===== src/mkd_pkg.sv =====
`timescale 1ns / 1ps
`default_nettype none
// ----------------------------------------------------------------------------
// Morse key decoder package
// Shared constants, letter code tables, the inter-module letter struct and
// the pattern match function.
// ----------------------------------------------------------------------------
package mkd_pkg;

  localparam int MAX_SYMBOLS = 5;
  localparam int SYM_CNT_W   = $clog2(MAX_SYMBOLS + 1);
  localparam int SYM_IDX_W   = $clog2(MAX_SYMBOLS);

  localparam int CNT_W = 16;
  localparam logic [CNT_W-1:0] CNT_MAX    = '1;
  localparam logic [CNT_W-1:0] DASH_RESET = 16'd250;
  localparam logic [CNT_W-1:0] GAP_RESET  = 16'd500;

  localparam int CFG_W = 16;
  localparam int CFG_INDEX_W = 1;
  localparam logic [CFG_INDEX_W-1:0] CFG_DASH_TICKS = 1'b0;
  localparam logic [CFG_INDEX_W-1:0] CFG_GAP_TICKS  = 1'b1;

  localparam int IDX_W = 5;
  localparam int COL_W = 7;
  localparam int ROW_W = 3;
  localparam logic [COL_W-1:0] COL_LIMIT = 7'(14 * 6 - 1);
  localparam logic [COL_W-1:0] COL_STEP  = 7'd6;
  localparam logic [COL_W-1:0] COL_HOME  = 7'd1;
  localparam logic [ROW_W-1:0] ROW_LIMIT = 3'd5;

  localparam logic [1:0] PH_IDLE  = 2'd0;
  localparam logic [1:0] PH_PRESS = 2'd1;
  localparam logic [1:0] PH_GAP   = 2'd2;

  localparam int LETTERS = 26;

  // Code length and pattern of A to Z; bit i of the pattern is symbol i,
  // with 1 meaning a dash.
  localparam logic [2:0] CODE_LEN [LETTERS] = '{
    3'd2, 3'd4, 3'd4, 3'd3, 3'd1, 3'd4, 3'd3, 3'd4, 3'd2, 3'd4, 3'd3, 3'd4, 3'd2,
    3'd2, 3'd3, 3'd4, 3'd4, 3'd3, 3'd3, 3'd1, 3'd3, 3'd4, 3'd3, 3'd4, 3'd4, 3'd4
  };
  localparam logic [3:0] CODE_BITS [LETTERS] = '{
    4'd2, 4'd1, 4'd5, 4'd1, 4'd0, 4'd4, 4'd3, 4'd0, 4'd0, 4'd14, 4'd5, 4'd2, 4'd3,
    4'd1, 4'd7, 4'd6, 4'd11, 4'd2, 4'd0, 4'd1, 4'd4, 4'd8, 4'd6, 4'd9, 4'd13, 4'd3
  };

  typedef struct packed {
    logic                   done;
    logic                   overflow;
    logic [SYM_CNT_W-1:0]   count;
    logic [MAX_SYMBOLS-1:0] bits;
  } letter_t;

  typedef struct packed {
    logic             hit;
    logic [IDX_W-1:0] idx;
  } match_t;

  // Lowest matching letter wins, so the scan runs from Z down to A.
  function automatic match_t match_letter(input logic [SYM_CNT_W-1:0] count,
                                          input logic [MAX_SYMBOLS-1:0] bits);
    match_t m;
    m = '0;
    for (int k = LETTERS - 1; k >= 0; k--) begin
      if (count == SYM_CNT_W'(CODE_LEN[k]) && bits == MAX_SYMBOLS'(CODE_BITS[k])) begin
        m.hit = 1'b1;
        m.idx = IDX_W'(k);
      end
    end
    return m;
  endfunction

endpackage
`default_nettype wire


===== src/morse_key_decoder_top.sv =====
`timescale 1ns / 1ps
`default_nettype none
// ----------------------------------------------------------------------------
// Morse key decoder top level
// Turns one key sample per tick into decoded letters with display positions.
// ----------------------------------------------------------------------------
// Usage:
// The input channel carries one key sample (button_pressed) per transfer,
// normally one per millisecond tick. A transfer happens on a rising edge with
// in_valid high and in_stall low. The output channel carries one result per
// finished letter: letter_valid, letter_index (0 = A), and the column and row
// where the letter goes; a transfer happens with out_valid high and out_stall
// low. Most samples produce no result.
// Each sample is held in an input register and then processed in a single
// pass into the output register, from which its result can transfer. One
// sample is accepted per cycle while in_stall is low.
// When the receiver stalls, the held result stays put and samples keep
// flowing; only a sample that would end another letter waits in the input
// register, and then in_stall rises until the output register frees up.
// Reset clears the timing state, sets the cursor to column 1, row 0, and loads
// 250 (dash) and 500 (gap) ticks; the user must write these thresholds through
// cfg_we/cfg_index/cfg_data while no letter is pending; nothing enforces it.
// ----------------------------------------------------------------------------
module morse_key_decoder_top (
  input  wire logic                            clk,
  input  wire logic                            rst,
  input  wire logic                            in_valid,
  output logic                                 in_stall,
  input  wire logic                            button_pressed,
  output logic                                 out_valid,
  input  wire logic                            out_stall,
  output logic                                 letter_valid,
  output logic [mkd_pkg::IDX_W-1:0]            letter_index,
  output logic [mkd_pkg::COL_W-1:0]            column,
  output logic [mkd_pkg::ROW_W-1:0]            row,
  input  wire logic                            cfg_we,
  input  wire logic [mkd_pkg::CFG_INDEX_W-1:0] cfg_index,
  input  wire logic [mkd_pkg::CFG_W-1:0]       cfg_data
);

  logic [mkd_pkg::CNT_W-1:0] dash_ticks;
  logic [mkd_pkg::CNT_W-1:0] gap_ticks;

  // Input register.
  logic in_full;
  logic in_pressed;

  mkd_pkg::letter_t          letter;
  logic                      step;
  logic                      in_take;

  logic                      match_valid;
  logic [mkd_pkg::IDX_W-1:0] match_index;
  logic [mkd_pkg::COL_W-1:0] place_column;
  logic [mkd_pkg::ROW_W-1:0] place_row;

  // The held sample moves on unless it finishes a letter while the output
  // register still holds an untaken result.
  assign step     = in_full && !(letter.done && out_valid && out_stall);
  assign in_stall = in_full && !step;
  assign in_take  = in_valid && !in_stall;

  always_ff @(posedge clk) begin
    if (rst) begin
      dash_ticks <= mkd_pkg::DASH_RESET;
      gap_ticks  <= mkd_pkg::GAP_RESET;
    end else if (cfg_we) begin
      unique case (cfg_index)
        mkd_pkg::CFG_DASH_TICKS: dash_ticks <= cfg_data;
        mkd_pkg::CFG_GAP_TICKS:  gap_ticks  <= cfg_data;
        default: ;
      endcase
    end
  end

  always_ff @(posedge clk) begin
    if (rst) begin
      in_full <= 1'b0;
    end else if (in_take) begin
      in_full <= 1'b1;
    end else if (step) begin
      in_full <= 1'b0;
    end
  end

  always_ff @(posedge clk) begin
    if (in_take) begin
      in_pressed <= button_pressed;
    end
  end

  mkd_key_timer u_timer (
    .clk        (clk),
    .rst        (rst),
    .step       (step),
    .pressed    (in_pressed),
    .dash_ticks (dash_ticks),
    .gap_ticks  (gap_ticks),
    .letter     (letter)
  );

  mkd_letter_place u_place (
    .clk          (clk),
    .rst          (rst),
    .step         (step),
    .letter       (letter),
    .letter_valid (match_valid),
    .letter_index (match_index),
    .column       (place_column),
    .row          (place_row)
  );

  // Output register: loaded when a letter ends, cleared once transferred.
  always_ff @(posedge clk) begin
    if (rst) begin
      out_valid <= 1'b0;
    end else if (step && letter.done) begin
      out_valid <= 1'b1;
    end else if (!out_stall) begin
      out_valid <= 1'b0;
    end
  end

  always_ff @(posedge clk) begin
    if (step && letter.done) begin
      letter_valid <= match_valid;
      letter_index <= match_index;
      column       <= place_column;
      row          <= place_row;
    end
  end

endmodule
`default_nettype wire


===== src/mkd_key_timer.sv =====
`timescale 1ns / 1ps
`default_nettype none
// ----------------------------------------------------------------------------
// Morse key timer
// Times presses and releases, collects dots and dashes and flags the tick
// on which a letter ends.
// ----------------------------------------------------------------------------
module mkd_key_timer (
  input  wire logic                      clk,
  input  wire logic                      rst,
  input  wire logic                      step,
  input  wire logic                      pressed,
  input  wire logic [mkd_pkg::CNT_W-1:0] dash_ticks,
  input  wire logic [mkd_pkg::CNT_W-1:0] gap_ticks,
  output mkd_pkg::letter_t               letter
);

  logic [1:0]                         phase, phase_next;
  logic [mkd_pkg::CNT_W-1:0]          press_count, press_count_next;
  logic [mkd_pkg::CNT_W-1:0]          gap_count, gap_count_next;
  logic [mkd_pkg::SYM_CNT_W-1:0]      symbol_count, symbol_count_next;
  logic [mkd_pkg::MAX_SYMBOLS-1:0]    symbol_bits, symbol_bits_next;
  logic                               overflow_flag, overflow_flag_next;

  logic [mkd_pkg::SYM_CNT_W-1:0]      sc;
  logic [mkd_pkg::MAX_SYMBOLS-1:0]    sb;
  logic                               ov;
  logic [mkd_pkg::CNT_W-1:0]          gc;
  logic                               done;

  always_comb begin
    phase_next         = phase;
    press_count_next   = press_count;
    gap_count_next     = gap_count;
    symbol_count_next  = symbol_count;
    symbol_bits_next   = symbol_bits;
    overflow_flag_next = overflow_flag;
    sc   = symbol_count;
    sb   = symbol_bits;
    ov   = overflow_flag;
    gc   = gap_count;
    done = 1'b0;

    if (pressed) begin
      if (phase == mkd_pkg::PH_PRESS) begin
        if (press_count != mkd_pkg::CNT_MAX) begin
          press_count_next = press_count + 1'b1;
        end
      end else begin
        phase_next       = mkd_pkg::PH_PRESS;
        press_count_next = 16'd1;
        gap_count_next   = '0;
      end
    end else if (phase != mkd_pkg::PH_IDLE) begin
      // The release tick appends the symbol, then counts as the first gap tick.
      if (phase == mkd_pkg::PH_PRESS) begin
        if (symbol_count < mkd_pkg::SYM_CNT_W'(mkd_pkg::MAX_SYMBOLS)) begin
          if (press_count >= dash_ticks) begin
            sb[symbol_count[mkd_pkg::SYM_IDX_W-1:0]] = 1'b1;
          end
          sc = symbol_count + 1'b1;
        end else begin
          ov = 1'b1;
        end
        gc = '0;
      end
      if (gc != mkd_pkg::CNT_MAX) begin
        gc = gc + 1'b1;
      end
      done = (gc >= gap_ticks);

      if (done) begin
        phase_next         = mkd_pkg::PH_IDLE;
        press_count_next   = '0;
        gap_count_next     = '0;
        symbol_count_next  = '0;
        symbol_bits_next   = '0;
        overflow_flag_next = 1'b0;
      end else begin
        phase_next         = mkd_pkg::PH_GAP;
        press_count_next   = '0;
        gap_count_next     = gc;
        symbol_count_next  = sc;
        symbol_bits_next   = sb;
        overflow_flag_next = ov;
      end
    end

    letter.done     = done;
    letter.overflow = ov;
    letter.count    = sc;
    letter.bits     = sb;
  end

  always_ff @(posedge clk) begin
    if (rst) begin
      phase         <= mkd_pkg::PH_IDLE;
      press_count   <= '0;
      gap_count     <= '0;
      symbol_count  <= '0;
      symbol_bits   <= '0;
      overflow_flag <= 1'b0;
    end else if (step) begin
      phase         <= phase_next;
      press_count   <= press_count_next;
      gap_count     <= gap_count_next;
      symbol_count  <= symbol_count_next;
      symbol_bits   <= symbol_bits_next;
      overflow_flag <= overflow_flag_next;
    end
  end

endmodule
`default_nettype wire


===== src/mkd_letter_place.sv =====
`timescale 1ns / 1ps
`default_nettype none
// ----------------------------------------------------------------------------
// Morse letter placement
// Matches a finished symbol pattern against A to Z and keeps the display
// cursor, moving it on every matched letter.
// ----------------------------------------------------------------------------
module mkd_letter_place (
  input  wire logic                      clk,
  input  wire logic                      rst,
  input  wire logic                      step,
  input  wire mkd_pkg::letter_t          letter,
  output logic                           letter_valid,
  output logic [mkd_pkg::IDX_W-1:0]      letter_index,
  output logic [mkd_pkg::COL_W-1:0]      column,
  output logic [mkd_pkg::ROW_W-1:0]      row
);

  logic [mkd_pkg::COL_W-1:0] cursor_column, cursor_column_next;
  logic [mkd_pkg::ROW_W-1:0] cursor_row, cursor_row_next;
  mkd_pkg::match_t           m;

  always_comb begin
    m            = mkd_pkg::match_letter(letter.count, letter.bits);
    letter_valid = m.hit && !letter.overflow;
    letter_index = letter_valid ? m.idx : '0;
    column       = cursor_column;
    row          = cursor_row;

    // Past the last column the cursor returns home on the next row.
    if (cursor_column > mkd_pkg::COL_LIMIT) begin
      cursor_column_next = mkd_pkg::COL_HOME;
      cursor_row_next    = (cursor_row > mkd_pkg::ROW_LIMIT) ? '0 : cursor_row + 1'b1;
    end else begin
      cursor_column_next = cursor_column + mkd_pkg::COL_STEP;
      cursor_row_next    = cursor_row;
    end
  end

  always_ff @(posedge clk) begin
    if (rst) begin
      cursor_column <= mkd_pkg::COL_HOME;
      cursor_row    <= '0;
    end else if (step && letter.done && letter_valid) begin
      cursor_column <= cursor_column_next;
      cursor_row    <= cursor_row_next;
    end
  end

endmodule
`default_nettype wire

===== config.mk =====
export PLATFORM = sky130hd
export DESIGN_NAME = morse_key_decoder_top
export DESIGN_NICKNAME = d
export VERILOG_FILES = /design/src/mkd_pkg.sv /design/src/morse_key_decoder_top.sv /design/src/mkd_key_timer.sv /design/src/mkd_letter_place.sv
export SDC_FILE = /design/constraint.sdc
export NUM_CORES = 1
export LEC_CHECK = 0
export BUFFER_PORTS_ARGS = -buffer_cell sky130_fd_sc_hd__buf_2
export CAP_MARGIN = 20
export CORE_ASPECT_RATIO = 2
export CORE_MARGIN = 2
export CORE_UTILIZATION = 40
export DETAILED_ROUTE_END_ITERATION = 10
export GPL_ROUTABILITY_DRIVEN = 0
export SYNTH_ARGS = -nofsm -noshare
export SYNTH_HDL_FRONTEND = slang
export SYNTH_SLANG_ARGS = --single-unit

===== constraint.sdc =====
create_clock -name clk -period 5.7 [get_ports clk]
set_input_delay 1.14 -clock clk [delete_from_list [all_inputs] [get_ports clk]]
set_output_delay 1.14 -clock clk [all_outputs]
set_load 0.02 [all_outputs]

* After elaboration in Yosys (flattened, before gate mapping)
Cells that the tools add are included.
** Operators by class
- Add/sub/neg operators :: 5
- Order comparisons :: 7
- Equal/unequal tests :: 22
- Muxes and demuxes :: 70
- Bitwise operators :: 4
- Reduce and logical (&&, ||, !) cells :: 54
** Operator list (number)
- 16-bit two-way mux :: 14
- 6-bit two-way mux :: 26
- 1-bit logical AND :: 35
- 16-bit by 1-bit adder with 16-bit output, second input constant :: 2
- 16-bit greater-or-equal comparator :: 2
- 16-bit != test, second input constant :: 2
- 5-bit two-way mux :: 6
- 5-bit by 4-bit equality test with 1-bit output, second input constant :: 5
- 5-bit by 3-bit equality test with 1-bit output, second input constant :: 4
- 3-bit two-way mux :: 6
- 17-bit OR reduction :: 1
- 1-bit two-way mux :: 12
- 5-bit by 2-bit equality test with 1-bit output, second input constant :: 2
- 3-bit AND reduction :: 3
- 9-bit OR reduction :: 1
- 2-bit two-way mux :: 4
- 7-bit by 3-bit adder with 7-bit output, second input constant :: 1
- 7-bit greater-than comparator, second input constant :: 1
- 7-bit two-way mux :: 1
- 3-bit by 1-bit adder with 3-bit output, second input constant :: 2
- 3-bit by 2-bit equality test with 1-bit output, second input constant :: 2
- 2-bit AND reduction :: 3
- 2-bit nonzero test :: 3
- 5-bit by 1-bit equality test with 1-bit output, second input constant :: 1
- 18 further kinds :: 23
** Storage, ports and cells
- Flip-flop bits (word level) :: 104
- Input bits :: 23

* Longest topological paths before layout
Gate-level depths: netlist (run 1).
- Word-level depth :: 41
- Depth in mapped cells :: 26

* By module
From an unflattened synthesis (run 1), not the netlist that was laid out.
** Unflattened totals
- Cell total of the unflattened synthesis :: 758
- Area total of the unflattened synthesis :: 6292.3 um2
** By module, submodules not included
- mkd_key_timer :: times used 1, cells an instance 435, area each 3407.0 um2
- morse_key_decoder_top :: times used 1, cells an instance 170, area each 1775.5 um2
- mkd_letter_place :: times used 1, cells an instance 153, area each 1109.8 um2

* Worst setup path after synthesis (run 1)
OpenSTA, ideal clock, no wires.
- Path type :: reg-to-reg
- Start :: register u_timer.phase[1]
- End :: register u_place.cursor_column, in the netlist u_place.column[5]
- Library setup time :: 132 ps
- Arrival :: 5004 ps
- Required time :: 5568 ps
- Slack :: 564 ps
- Stages on the path, launching flop included :: 25
- Buffers on the path :: 4
- Period minus slack after synthesis :: 5136 ps
- Cell sequence :: dfxtp_1 -> buf_2 -> nand2b_1 -> clkbuf_1 -> nand2_1 -> inv_1 -> ha_1 -> nand4_1 -> or3_1 -> buf_2 -> nand4_1 -> nor3_2 -> nand3_1 -> xor2_1 -> nor2_1 -> ha_1 -> o21ai_0 -> a2111oi_0 -> a211o_1 -> a21oi_4 -> nor2_1 -> o211a_1 -> buf_4 -> mux2i_1 -> a21oi_1
** On the way
- Word-level cells in the longest chain between the ends :: 34
** Ends and longest elaborated chain
- start, declared :: line mkd_key_timer.sv:18 : logic [1:0] phase, phase_next;
- start signal, assigned :: line mkd_key_timer.sv:97 : phase <= mkd_pkg::PH_IDLE;
- start signal, assigned :: line mkd_key_timer.sv:104 : phase <= phase_next;
- 2-bit by 1-bit equality test with 1-bit output :: line mkd_key_timer.sv:56 : if (phase == mkd_pkg::PH_PRESS) begin
- 5-bit two-way mux / 3-bit two-way mux (equally long branches) :: line mkd_key_timer.sv:56
- 5-bit two-way mux / 3-bit two-way mux (equally long branches) :: line mkd_key_timer.sv:54 : end else if (phase != mkd_pkg::PH_IDLE) begin
- 5-bit two-way mux / 3-bit two-way mux (equally long branches) :: line mkd_key_timer.sv:44 : if (pressed) begin
- 5-bit by 2-bit equality test with 1-bit output / 3-bit equality test (equally long branches) :: line mkd_pkg.sv:67 : if (count == SYM_CNT_W'(CODE_LEN[k]) && bits == MAX_SYMBOLS'(CODE_BITS[k])) begin
- 1-bit logical AND :: line mkd_pkg.sv:67
- 6-bit two-way mux (26 in a row) :: line mkd_pkg.sv:67
- 1-bit logical AND :: line mkd_letter_place.sv:25 : letter_valid = m.hit && !letter.overflow;
- 1-bit logical AND * :: line mkd_letter_place.sv:44 : end else if (step && letter.done && letter_valid) begin
- end signal, assigned :: line mkd_letter_place.sv:42 : cursor_column <= mkd_pkg::COL_HOME;
- end signal, assigned :: line mkd_letter_place.sv:45 : cursor_column <= cursor_column_next;
- end, declared :: line mkd_letter_place.sv:19 : logic [mkd_pkg::COL_W-1:0] cursor_column, cursor_column_next;
Mark *: on every way between the ends. The rest lies on a longest branch, timed or not. The select of a mux whose other input is x is not followed.
A chain may end at the register's enable or synchronous reset.

* Worst setup path after layout (run 1)
- Start :: register u_timer.phase[1]
- End :: output in_stall
** On the way
- Word-level cells in the longest chain between the ends :: 17
** Ends and longest elaborated chain
- 2-bit by 1-bit equality test with 1-bit output :: line mkd_key_timer.sv:56
- 16-bit two-way mux :: line mkd_key_timer.sv:56
- 16-bit two-way mux :: line mkd_key_timer.sv:54
- 16-bit two-way mux :: line mkd_key_timer.sv:44
- 16-bit by 1-bit adder with 16-bit output / 16-bit != test (equally long branches) :: line mkd_key_timer.sv:68, mkd_key_timer.sv:67
- 16-bit two-way mux :: line mkd_key_timer.sv:67 : if (gc != mkd_pkg::CNT_MAX) begin
- 16-bit two-way mux :: line mkd_key_timer.sv:54
- 16-bit two-way mux :: line mkd_key_timer.sv:44
- 16-bit greater-or-equal comparator :: line mkd_key_timer.sv:70 : done = (gc >= gap_ticks);
- 1-bit two-way mux * :: line mkd_key_timer.sv:54
- 1-bit two-way mux * :: line mkd_key_timer.sv:44
- 1-bit logical AND * (2 in a row) :: line morse_key_decoder_top.sv:59 : assign step = in_full && !(letter.done && out_valid && out_stall);
- 1-bit logical NOT * :: line morse_key_decoder_top.sv:59
- 1-bit logical AND * :: line morse_key_decoder_top.sv:59
- 1-bit logical NOT * :: line morse_key_decoder_top.sv:60 : assign in_stall = in_full && !step;
- 1-bit logical AND * :: line morse_key_decoder_top.sv:60
- end, declared :: line morse_key_decoder_top.sv:28 : output logic in_stall,
Marks and branches as above.

==> results of run 1 <==
metal layers:
metal	vias to the layer above	wire (microns)	GRT usage, %	share of wire [%]
li1	2747	-	-	-
met1	2670	5975	20.82	36
met2	153	9346	40.00	56
met3	56	472	2.892	2.8
met4	0	902	12.12	5.4
met5	-	0	0	0
Yosys cell counts (8+ instances only):
library cell    n
edfxtp_1       17
inv_1          47
ha_1           39
o21ai_0        29
nor4_1         12
clkbuf_1       28
a31oi_1        17
dfxtp_1        87
and3_1          9
xor2_1         10
a22o_1         12
nand4_1        11
nor2b_1         9
nand2b_1        8
o211ai_1       15
mux2i_1         9
nand3_1        26
a21oi_1        60
nand2_1       100
xnor2_1        10
nor2_1         51
nor3_1         19
power by group:
part           internal [mW]  switching (mW)
Sequential             0.758          0.0107
Clock                  0.335           0.272
Combinational         0.0358          0.0657
through the flow:
step | power, mW | setup slack (ns)
global route | 1.543 | -0.01609
detailed placement | 0.8853 | 0.1157
CTS | 1.495 | 0.01469
floorplan | 0.8483 | 0.5638
finish | 1.477 | 0.2462
global placement | 0.8825 | 0.2550
sequential cells by signal, summed over array words and instances (netlist names), 2 cells and up:
register,count
column,7
dash_ticks,16
gap_ticks,16
letter_index,5
row,3
u_place.column,7
u_place.row,3
u_timer.gap_count,16
u_timer.phase,2
u_timer.press_count,16
u_timer.symbol_bits,5
u_timer.symbol_count,3
worst max-delay path by stage:
stage                                  startpoint                             end  slack, ns  cells past startpoint
floorplan           u_timer.phase[1]$_SDFFE_PP0P_  u_place.column[5]$_SDFFE_PP0P_       0.56                     24
global placement    u_timer.phase[0]$_SDFFE_PP0P_                        in_stall       0.26                     21
detailed placement  u_timer.phase[0]$_SDFFE_PP0P_                        in_stall       0.12                     22
CTS                 u_timer.phase[0]$_SDFFE_PP0P_                        in_stall       0.01                     22
global route        u_timer.phase[1]$_SDFFE_PP0P_                        in_stall      -0.02                     22
finish              u_timer.phase[1]$_SDFFE_PP0P_                        in_stall       0.25                     22
final cells by class:
class / count / share of cell area [%]
multi-input combinational: 552 / 51.78
clock buffer: 12 / 3.862
timing repair buffer: 60 / 5.288
sequential: 104 / 32.52
clock inverter: 4 / 0.3790
tap: 198 / 3.573
inverter: 48 / 2.599
cell families (layout without fill, tap and decap cells):
group,after synthesis,count (layout),share of synthesized area (%)
xor gates and xnor gates,20,20,2.845
and+or+nand+nor,286,287,23.06
buffers and inverters,87,124,5.588
AOI/OAI and AO/OA,194,194,21.93
DFF,104,104,36.58
adders and majority gates,39,39,7.925
muxes,12,12,2.073
layout by cell type, fill, tap and decap left out, drive strengths merged, types with 3 or more instances in the layout:
cell and count:
and2 8, nand3 27, xor2 10, a31oi 17
a211o 3, clkbuf 12, nor4 12, o211ai 15
xnor2 10, edfxtp 17, a211oi 6, nand2 100
nor2b 9, a21oi 62, and4 4, or2 4
buf 60, a32o 3, or3 5, o31ai 5
nor3 21, nor2 51, inv 49, ha 39
nand4 11, nand2b 9, and3 9, a21o 7
nor4b 3, o21ai 32, nand3b 4, a2111oi 5
a22o 12, dfxtp 87, a311oi 3, nor3b 7
mux2i 9, mux2 3
repair_timing:
item                                    in CTS  in global routing
endpoints found under the setup margin       1                  2
hold endpoints to repair                     0                  0
pin swaps                                    0                  3
gates resized for setup                      3                  3
setup buffers                                0                  7
cloned                                       0                  1
tightest hold or removal path, cell delays in order (launching register included):
cell and delay [ns]:
dfxtp_1 0.31, nand2_1 0.05, a21oi_1 0.05
==> results.tsv, run 1 <==
stage	metric	value	unit
status	run status	complete, no violations	
global_route	global-route usage over all layers	20.92	%
clock_network	CTS Root Cell	clkbuf_16	
clock_network	H-Tree Depth	3	
synth	Cells after Synth	742	
timing	Min Hold Slack	0.4575	ns
timing	Period minus WS final	5.454	ns
die	Die Ht	179.5	microns
timing	setup violators final	0	
worst_setup_path	worst r2r src	u_timer.phase[1]$_SDFFE_PP0P_	
synth	Netlist Area Pre-Place	0.006157	sq mm
die	core area	0.01521	sq mm
synth	number of synthesized flops with an enable pin	17	
timing	period utilization	95.68	%
placement	post-DP HPWL	12.70	mm
synth	Synth top area share	28.29	%
route	Via Count	5626	
timing	Max Clock Skew	0.008444	ns
worst_setup_path	Worst Setup End Kind	output port	
synth	post-synth cell types	78	
synth	Seq cells post-synth	104	
cells_and_area	final instance area	0.006933	sq mm
clock_network	Clk Latency, worst-skew pair	0.35	ns
global_route	antenna violations before repair	0	
timing	Slew Limit Headroom	45.45	%
die	full die area	0.01646	sq mm
placement	total placed instance area	0.006531	sq mm
die	num rows	64	
cells_and_area	Core Util, Final	45.57	%
timing	Setup TNS Final	0	ns
job	max-cap viol count	0	
cells_and_area	Layout Nets	837	
timing	Hold Vio Cnt, Final	0	
die	num ports	41	
worst_hold_path	Worst Hold Launch	gap_ticks[14]$_SDFFE_PP0P_	
worst_setup_path	Worst Path Class, Setup	reg2out	
worst_setup_path	Worst setup SP type	flop	
cells_and_area	share of cells above drive strength 1	13.33	%
placement	PortBufs	40	
cells_and_area	Finished Layout Cells	978	
placement	Placed Cells	953	
worst_setup_path	critical path peak fanout	8	
cells_and_area	ANT cells	0	
synth	Synthesis Warnings	0	
worst_setup_path	RR Endpoint	u_timer.press_count[6]$_SDFFE_PP0P_	
global_route	total grt overflow	0	
timing	Final Max Slew Viols	0	
worst_setup_path	CP max-delay cell	or3_4	
clock_network	CTS Hold Bufs	0	
route	DRC viols	0	
worst_setup_path	r2r setup slk	0.49	ns
clock_network	clk slew on worst S/H paths	0.07	ns
route	Avg WL per Cell	17.07	microns
power_and_ir_drop	pwr dens	213.1	mW/mm^2
global_route	first-pass GRT wire length	27.79	mm
cells_and_area	Fill cells	1534	
cells_and_area	Sequential cell area	0.002255	sq mm
worst_hold_path	Worst Hold Class	reg2reg	
die	initial core utilization	40.47	%
clock_network	CTS sink count	104	
synth	largest area contributor in the netlist	dfxtp_1	
clock_network	clock tree buffer depth	2	
route	Pre-antenna DRT Iters	5	
worst_setup_path	critical path's top delay family	simple AND/OR/NAND/NOR gates	
power_and_ir_drop	Lkg Pwr	2.697	nW
synth	top post-synthesis cells by area	dfxtp_1 28%, edfxtp_1 8.3%, ha_1 7.9%	
global_route	vias in the first global route	5604	
route	DRT iter0 DRCs	298	
worst_setup_path	Worst Reg-to-Reg Cells	25	
worst_setup_path	Worst path max stage delay	0.46	ns
worst_setup_path	Required @ worst endpoint	4.56	ns
route	DRT Wirelength	16.70	mm
timing	Worst Tran Pin Value	0.8174	ns
worst_hold_path	Hold Path Sink	gap_ticks[14]$_SDFFE_PP0P_	
worst_setup_path	crit path DAT	4.31	ns
synth	fraction of registers with async set/reset	0	%
synth	ys flop type	dfxtp_1	
die	Die W	91.73	microns
worst_setup_path	worst path bufs/invs	3	
synth	post-synthesis sequential area ratio	36.58	%
route	Final ANT Viol Nets	0	
synth	syn_area_per_cell	8.298	sq um
clock_network	total CTS buffers	9	
power_and_ir_drop	Max rail drop VDD	0.1994	mV
route	vias per inst	5.753	
cells_and_area	area delta synth->final	12.60	%
clock_network	CTS tree	yes	
worst_hold_path	Min-Delay Path Depth	2	
global_route	largest net degree at the start of global routing	56	
synth	Syn Nets	804	
timing	fmax	0.1834	GHz
cells_and_area	area of the multi-input gates	0.003590	sq mm
worst_setup_path	crit path cell chain	nand2b_4 > nand2_1 > inv_1 > ha_1 > nand4_1 > or3_4 > nand4_1 > nor3_2 > buf_4 > nand2_1 > xor2_2 > ha_1 > a21o_1 > a21oi_1 > nor2b_1 > o21ai_0 > a21oi_1 > a211o_1 > a21oi_4 > nand2b_1 > nor2_1 > buf_2	
Note: power is estimated with default switching activity, not from simulation.
==> inputs of run 2 (changes only) <==
--- a/config.mk
+++ b/config.mk
@@ -9,9 +9,10 @@
 export CAP_MARGIN = 20
 export CORE_ASPECT_RATIO = 2
 export CORE_MARGIN = 2
-export CORE_UTILIZATION = 40
+export CORE_UTILIZATION = 35
 export DETAILED_ROUTE_END_ITERATION = 10
 export GPL_ROUTABILITY_DRIVEN = 0
+export GPL_TIMING_DRIVEN = 1
 export SYNTH_ARGS = -nofsm -noshare
 export SYNTH_HDL_FRONTEND = slang
 export SYNTH_SLANG_ARGS = --single-unit
==> run 2 against run 1 <==
Compared with the run above:
- clock power up 6.6%
- die area is 14% higher
- final area fell by 0.32%
- register-to-register slack improved by 0.17 ns
- power rose by 2.7%
- via count shrank 2.3%
- critical path depth shrank 3
- highest routed layer unchanged
==> results.tsv, run 2 (same netlist as run 1, synthesis figures left out) <==
stage	metric	value	unit	change
status	run status	complete, no violations		
route	DRT iter0 DRCs	210		-30%
clock_network	Clk Latency, worst-skew pair	0.36	ns	about the same
clock_network	clk slew on worst S/H paths	0.07	ns	about the same
power_and_ir_drop	switching power	0.3762	mW	+8.0%
timing	Period minus WS final	5.372	ns	-0.08220 ns
power_and_ir_drop	clock share of power	42.7	%	+1.6 points
cells_and_area	Fill cells	1798		+17%
clock_network	CTS tree	yes		
clock_network	CTS Root Cell	clkbuf_16		
die	num ports	41		unchanged
worst_setup_path	Worst path max stage delay	0.40	ns	-0.06 ns
timing	setup violators final	0		unchanged
route	met3 wire length	395	microns	-16%
timing	Slew Limit Headroom	42.78	%	-2.7 points
cells_and_area	Finished Layout Cells	986		+0.82%
placement	post-DP HPWL	12.25	mm	-3.5%
power_and_ir_drop	pwr dens	219.5	mW/mm^2	+3.0%
die	full die area	0.01873	sq mm	+14%
timing	period utilization	94.24	%	-1.4 points
cells_and_area	Sequential cell area	0.002253	sq mm	about the same
timing	Max Clock Skew	0.01246	ns	+0.004017 ns
route	DRT Wirelength	16.27	mm	-2.6%
worst_hold_path	Min-Delay Path Depth	2		unchanged
route	DRC viols	0		unchanged
die	Die W	97.79	microns	+6.6%
worst_setup_path	CP max-delay cell	or3_1		
global_route	global-route usage over all layers	17.62	%	-3.3 points
global_route	antenna violations before repair	0		unchanged
global_route	largest net degree at the start of global routing	56		unchanged
global_route	vias in the first global route	5332		-4.9%
clock_network	CTS Hold Bufs	0		unchanged
global_route	total grt overflow	0		unchanged
die	core area	0.01727	sq mm	+14%
die	num rows	68		+6.3%
worst_setup_path	most used cell, CP	and3_1		
route	Avg WL per Cell	16.50	microns	-3.3%
worst_setup_path	RR Endpoint	u_timer.press_count[11]$_SDFFE_PP0P_		
placement	PortBufs	40		unchanged
route	vias per inst	5.576		-3.1%
timing	fmax	0.1862	GHz	+1.5%
worst_setup_path	Worst Setup End Kind	output port		
clock_network	clock tree buffer depth	2		unchanged
worst_hold_path	Worst Hold Launch	gap_ticks[9]$_SDFFE_PP0P_		
worst_setup_path	crit path cell chain	and3_1 > and3_1 > and3_1 > nand3_1 > or3_1 > nand4_1 > nor3_2 > buf_4 > nand3_1 > xor2_1 > nor2_1 > ha_1 > o21ai_0 > a2111oi_2 > a211o_1 > a21oi_4 > nand2b_1 > nor2_1 > buf_2		
cells_and_area	commonest non-fill, non-tap cell in the layout	nand2_1		
timing	Hold Vio Cnt, Final	0		unchanged
power_and_ir_drop	Lkg Pwr	2.679	nW	-0.66%
global_route	first-pass GRT wire length	26.42	mm	-4.9%
worst_setup_path	Worst setup SP type	flop		
route	Pre-antenna DRT Iters	5		unchanged
clock_network	total CTS buffers	9		unchanged
route	Detail Route met2 WL	8.994	mm	-3.8%
job	max-cap viol count	0		unchanged
cells_and_area	most frequent cells in the layout	100 x nand2_1, 86 x dfxtp_1, 60 x a21oi_1, 51 x nor2_1, 47 x inv_1		
worst_hold_path	Worst Hold Class	reg2reg		
worst_hold_path	Hold Path Sink	gap_ticks[9]$_SDFFE_PP0P_		
power_and_ir_drop	share of power burned in registers	50.7	%	-1.4 points
worst_setup_path	Worst Reg-to-Reg Cells	24		-4.0%
route	Final ANT Viol Nets	0		unchanged
worst_setup_path	critical path peak fanout	6		-2
worst_setup_path	r2r setup slk	0.66	ns	+0.17 ns
cells_and_area	Core Util, Final	40.01	%	-5.6 points
timing	Final Max Slew Viols	0		unchanged
worst_setup_path	crit path DAT	4.23	ns	-0.08 ns
cells_and_area	Layout Nets	833		-0.48%
clock_network	CTS sink count	104		unchanged
placement	Placed Cells	967		+1.5%
timing	Worst Tran Pin Value	0.8573	ns	+0.03997 ns
route	M1 WL	6.099	mm	+2.1%
clock_network	H-Tree Depth	3		unchanged
worst_setup_path	Worst Path Class, Setup	reg2out		
power_and_ir_drop	Max rail drop VDD	0.1336	mV	-33%
power_and_ir_drop	internal power	1.140	mW	+1.0%
cells_and_area	share of cells above drive strength 1	12.76	%	-0.58 points
cells_and_area	ANT cells	0		unchanged
cells_and_area	area delta synth->final	12.23	%	
worst_setup_path	Required @ worst endpoint	4.56	ns	about the same
die	Die Ht	191.6	microns	+6.7%
worst_setup_path	worst r2r src	u_timer.gap_count[6]$_SDFFE_PP0P_		
route	Via Count	5498		-2.3%
power_and_ir_drop	switching portion of total power	24.80	%	+1.2 points
die	initial core utilization	35.65	%	-4.8 points
power_and_ir_drop	Comb power frac	6.7	%	-0.2 points
cells_and_area	area of the multi-input gates	0.003577	sq mm	-0.35%
route	top sig layer	met4		
run 2: cell type report:
class / count / area share (%)
multi-input cells: 551 / 51.77
flip-flops and latches: 104 / 32.61
repair buffers: 57 / 4.798
well taps: 210 / 3.802
clock buffers: 10 / 3.313
inverters: 48 / 2.607
clock inverters: 6 / 1.104
run 2: worst max path at each step:
stage	from	end	cells after the start
global placement	u_timer.phase[0]$_SDFFE_PP0P_	in_stall	20
detailed placement	u_timer.phase[0]$_SDFFE_PP0P_	in_stall	20
global route	u_timer.gap_count[5]$_SDFFE_PP0P_	in_stall	19
finish	u_timer.gap_count[6]$_SDFFE_PP0P_	in_stall	19
CTS	u_timer.phase[0]$_SDFFE_PP0P_	in_stall	20
floorplan	u_timer.phase[1]$_SDFFE_PP0P_	u_place.column[5]$_SDFFE_PP0P_	24
run 2: per-stage QoR:
step | setup TNS (ns) | total power, mW | hold WS, ns | setup slack, ns | instance area, sq um
2_1_floorplan | 0 | 0.8483 | 0.4240 | 0.5638 | 6157
3_3_place_gp | 0 | 0.8844 | 0.4452 | 0.5880 | 6561
3_5_place_dp | 0 | 0.8856 | 0.4470 | 0.5112 | 6561
4_1_cts | 0 | 1.529 | 0.4567 | 0.08770 | 6867
5_1_grt | -0.07480 | 1.575 | 0.4745 | -0.07480 | 6910
6_report | 0 | 1.517 | 0.4575 | 0.3284 | 6910
run 2: timing repair:
action | 4_1_cts | 5_1_grt
endpoints found under the setup margin | 0 | 1
gates resized for setup | 0 | 5
setup buffers | 0 | 2
run 2: critical path, delay by kind of cell, from the launching register on:
| kind | cells | cell delay, ns |
|---|---|---|
| xor gates and xnor gates | 1 | 0.14 |
| adders and majority gates | 1 | 0.27 |
| buffers and inverters | 2 | 0.37 |
| DFF | 1 | 0.39 |
| AOI/OAI and AO/OA | 4 | 0.81 |
| and+or+nand+nor | 11 | 1.93 |
run 2: power by group through the flow:
stage	registers [mW]	logic [mW]	clock network (mW)
2_1_floorplan	0.780	0.0683	0
3_3_place_gp	0.785	0.0995	0
3_5_place_dp	0.785	0.100	0
4_1_cts	0.768	0.101	0.660
5_1_grt	0.770	0.114	0.691
6_report	0.768	0.101	0.647
run 2: layer usage:
layer,vias to the layer above,global-route usage (%)
li1,2747,-
met1,2593,17.97
met5,-,0
met3,43,2.365
met2,115,33.74
met4,0,10.15
==> inputs of run 3 (changes only) <==
--- a/config.mk
+++ b/config.mk
@@ -7,12 +7,15 @@
 export LEC_CHECK = 0
 export BUFFER_PORTS_ARGS = -buffer_cell sky130_fd_sc_hd__buf_2
 export CAP_MARGIN = 20
+export CELL_PAD_IN_SITES_DETAIL_PLACEMENT = 1
+export CELL_PAD_IN_SITES_GLOBAL_PLACEMENT = 2
 export CORE_ASPECT_RATIO = 2
 export CORE_MARGIN = 2
 export CORE_UTILIZATION = 35
 export DETAILED_ROUTE_END_ITERATION = 10
 export GPL_ROUTABILITY_DRIVEN = 0
 export GPL_TIMING_DRIVEN = 1
+export PLACE_DENSITY_LB_ADDON = 0.1
 export SYNTH_ARGS = -nofsm -noshare
 export SYNTH_HDL_FRONTEND = slang
 export SYNTH_SLANG_ARGS = --single-unit
==> run 3 against run 2 <==
Compared with the run above:
- maximum frequency down 1.5%
- die area unchanged
- sequential power about the same
- combinational power up 5%
- register-to-register slack got worse by 0.12 ns
- sequential share of layout area decreased by 0.11 points
- power fell by 0.38%
- clock power decreased by 2%
- highest routed layer unchanged
==> results.tsv, run 3 (same netlist as run 1, synthesis figures left out) <==
stage	metric	value	unit	change
status	run status	complete, no violations		
timing	Hold Vio Cnt, Final	0		unchanged
timing	Setup TNS Final	0	ns	unchanged
die	num rows	68		unchanged
global_route	global-route usage over all layers	21.11	%	+3.5 points
timing	fmax	0.1834	GHz	-1.5%
cells_and_area	Sequential cell area	0.002256	sq mm	+0.11%
cells_and_area	commonest non-fill, non-tap cell in the layout	nand2_1		
global_route	largest net degree at the start of global routing	56		unchanged
clock_network	H-Tree Depth	3		unchanged
route	Via Count	5682		+3.3%
route	Avg WL per Cell	19.77	microns	+20%
worst_setup_path	Worst Path Class, Setup	reg2out		
clock_network	Clk Latency, worst-skew pair	0.35	ns	about the same
power_and_ir_drop	Comb power frac	7.0	%	+0.3 points
power_and_ir_drop	switching power	0.3635	mW	-3.4%
power_and_ir_drop	Power Total	1.511	mW	-0.38%
power_and_ir_drop	clock share of power	42.1	%	-0.6 points
cells_and_area	Fill cells	2094		+16%
global_route	antenna violations before repair	0		unchanged
clock_network	CTS tree	yes		
worst_setup_path	Required @ worst endpoint	4.56	ns	about the same
timing	period utilization	95.67	%	+1.4 points
clock_network	clk slew on worst S/H paths	0.07	ns	about the same
power_and_ir_drop	pwr dens	217.6	mW/mm^2	-0.83%
worst_setup_path	critical path peak fanout	12		+6
die	full die area	0.01873	sq mm	unchanged
route	DRC viols	0		unchanged
power_and_ir_drop	share of power burned in registers	50.9	%	+0.2 points
cells_and_area	share of cells above drive strength 1	13.33	%	+0.58 points
worst_setup_path	Worst setup SP type	flop		
global_route	first-pass GRT wire length	31.18	mm	+18%
timing	Worst Tran Pin Value	0.8999	ns	+0.04256 ns
cells_and_area	area delta synth->final	12.74	%	
clock_network	total CTS buffers	9		unchanged
cells_and_area	most frequent cells in the layout	100 x nand2_1, 84 x dfxtp_1, 60 x a21oi_1, 50 x nor2_1, 47 x inv_1		
die	Die W	97.79	microns	unchanged
route	vias per inst	5.739		+2.9%
cells_and_area	Core Util, Final	40.19	%	+0.18 points
power_and_ir_drop	switching portion of total power	24.06	%	-0.74 points
placement	post-DP HPWL	15.15	mm	+24%
route	Final ANT Viol Nets	0		unchanged
timing	Max Clock Skew	0.007708	ns	-0.004753 ns
clock_network	CTS Root Cell	clkbuf_16		
placement	PortBufs	40		unchanged
die	num ports	41		unchanged
die	core area	0.01727	sq mm	unchanged
clock_network	CTS sink count	104		unchanged
clock_network	clock tree buffer depth	2		unchanged
timing	Period minus WS final	5.453	ns	+0.08137 ns
timing	Final Max Slew Viols	0		unchanged
job	max-cap viol count	0		unchanged
global_route	total grt overflow	0		unchanged
worst_hold_path	Worst Hold Class	reg2reg		
timing	RSZ-0062 raised after global routing	no		
cells_and_area	area of the multi-input gates	0.003583	sq mm	+0.17%
timing	Slew Limit Headroom	39.94	%	-2.8 points
die	initial core utilization	35.65	%	unchanged
cells_and_area	Layout Nets	837		+0.48%
cells_and_area	ANT cells	0		unchanged
route	DRT iter0 DRCs	193		-8.1%
worst_setup_path	crit path DAT	4.31	ns	+0.08 ns
die	Die Ht	191.6	microns	unchanged
route	DRT Wirelength	19.58	mm	+20%
timing	setup violators final	0		unchanged
power_and_ir_drop	Max rail drop VDD	0.1451	mV	+8.6%
power_and_ir_drop	Lkg Pwr	2.693	nW	+0.51%
worst_setup_path	Worst Setup End Kind	output port		
global_route	vias in the first global route	6090		+14%
power_and_ir_drop	internal power	1.147	mW	+0.60%
route	Pre-antenna DRT Iters	4		-1
-- run 3: cell types whose count changed in the layout (fill, tap and decap cells not counted), sizes merged --
cell      previous run  this run
buf                 57        61
clkbuf              10        12
clkinv               3         1
clkinvlp             0         1
inv                 50        49
-- run 3: what timing repair did --
action | in CTS | in global routing
hold buffers | 0 | 0
endpoints found under the hold margin | 0 | 0
setup endpoints to repair | 1 | 1
pin swaps | 0 | 3
cloned | 0 | 0
resized for setup | 3 | 5
setup buffers | 0 | 5
-- run 3: metrics by stage --
stage / std cells / setup WS [ns] / instance area [sq um] / hold slack [ns]
after floorplan: 742 / 0.5638 / 6157 / 0.4240
after global routing: 990 / 0.009759 / 6942 / 0.4847
after CTS: 985 / 0.06373 / 6890 / 0.4596
final: 990 / 0.2470 / 6942 / 0.4577
after global placement: 968 / 0.3991 / 6571 / 0.4477
after detailed placement: 969 / 0.1904 / 6583 / 0.4503
-- run 3: worst max-delay path: stages, from the launching register on --
cell      delay (ns)
dfxtp_1         0.34
nand2b_4        0.20
nand2_1         0.09
inv_1           0.11
ha_1            0.21
nand4_1         0.14
or3_1           0.42
nand4_1         0.21
nor3_4          0.09
nand2_1         0.13
xor2_1          0.21
ha_1            0.28
a21o_1          0.17
a21oi_1         0.16
nor2b_1         0.07
o21ai_0         0.17
a21oi_1         0.09
a211o_1         0.27
a21oi_4         0.19
nand2b_1        0.16
nor2_1          0.07
buf_2           0.17
-- run 3: power by group through the flow --
stage,Sequential (mW),Clock [mW],Combinational [mW]
after CTS,0.769,0.655,0.107
after global placement,0.785,0,0.103
final,0.769,0.637,0.106
after global routing,0.770,0.683,0.119
after detailed placement,0.786,0,0.106
after floorplan,0.780,0,0.0683
-- run 3: layer usage --
layer	GRT usage, %	up-vias	part of all wire (%)
met5	0	-	0
met4	8.494	0	3.3
met3	2.402	37	1.7
met2	44.64	89	59
met1	19.75	2815	36
li1	-	2741	-
-- run 3: cell type report --
class                   instances  area share [%]
clock inverters                 4          0.7390
clock buffers                  12           3.551
repair buffers                 61           5.209
well taps                     210           3.785
multi-input cells             551           51.62
flip-flops and latches        104           32.50
inverters                      48           2.596
-- run 3: final timing paths --
path	to	slack, ns	cells past startpoint	start
worst max-delay path	in_stall	0.25	21	u_timer.phase[1]$_SDFFE_PP0P_
worst min-delay path	gap_ticks[12]$_SDFFE_PP0P_	0.46	2	gap_ticks[12]$_SDFFE_PP0P_
worst max register to register	u_timer.press_count[6]$_SDFFE_PP0P_	0.54	24	u_timer.phase[1]$_SDFFE_PP0P_
worst min register to register	gap_ticks[12]$_SDFFE_PP0P_	0.46	2	gap_ticks[12]$_SDFFE_PP0P_
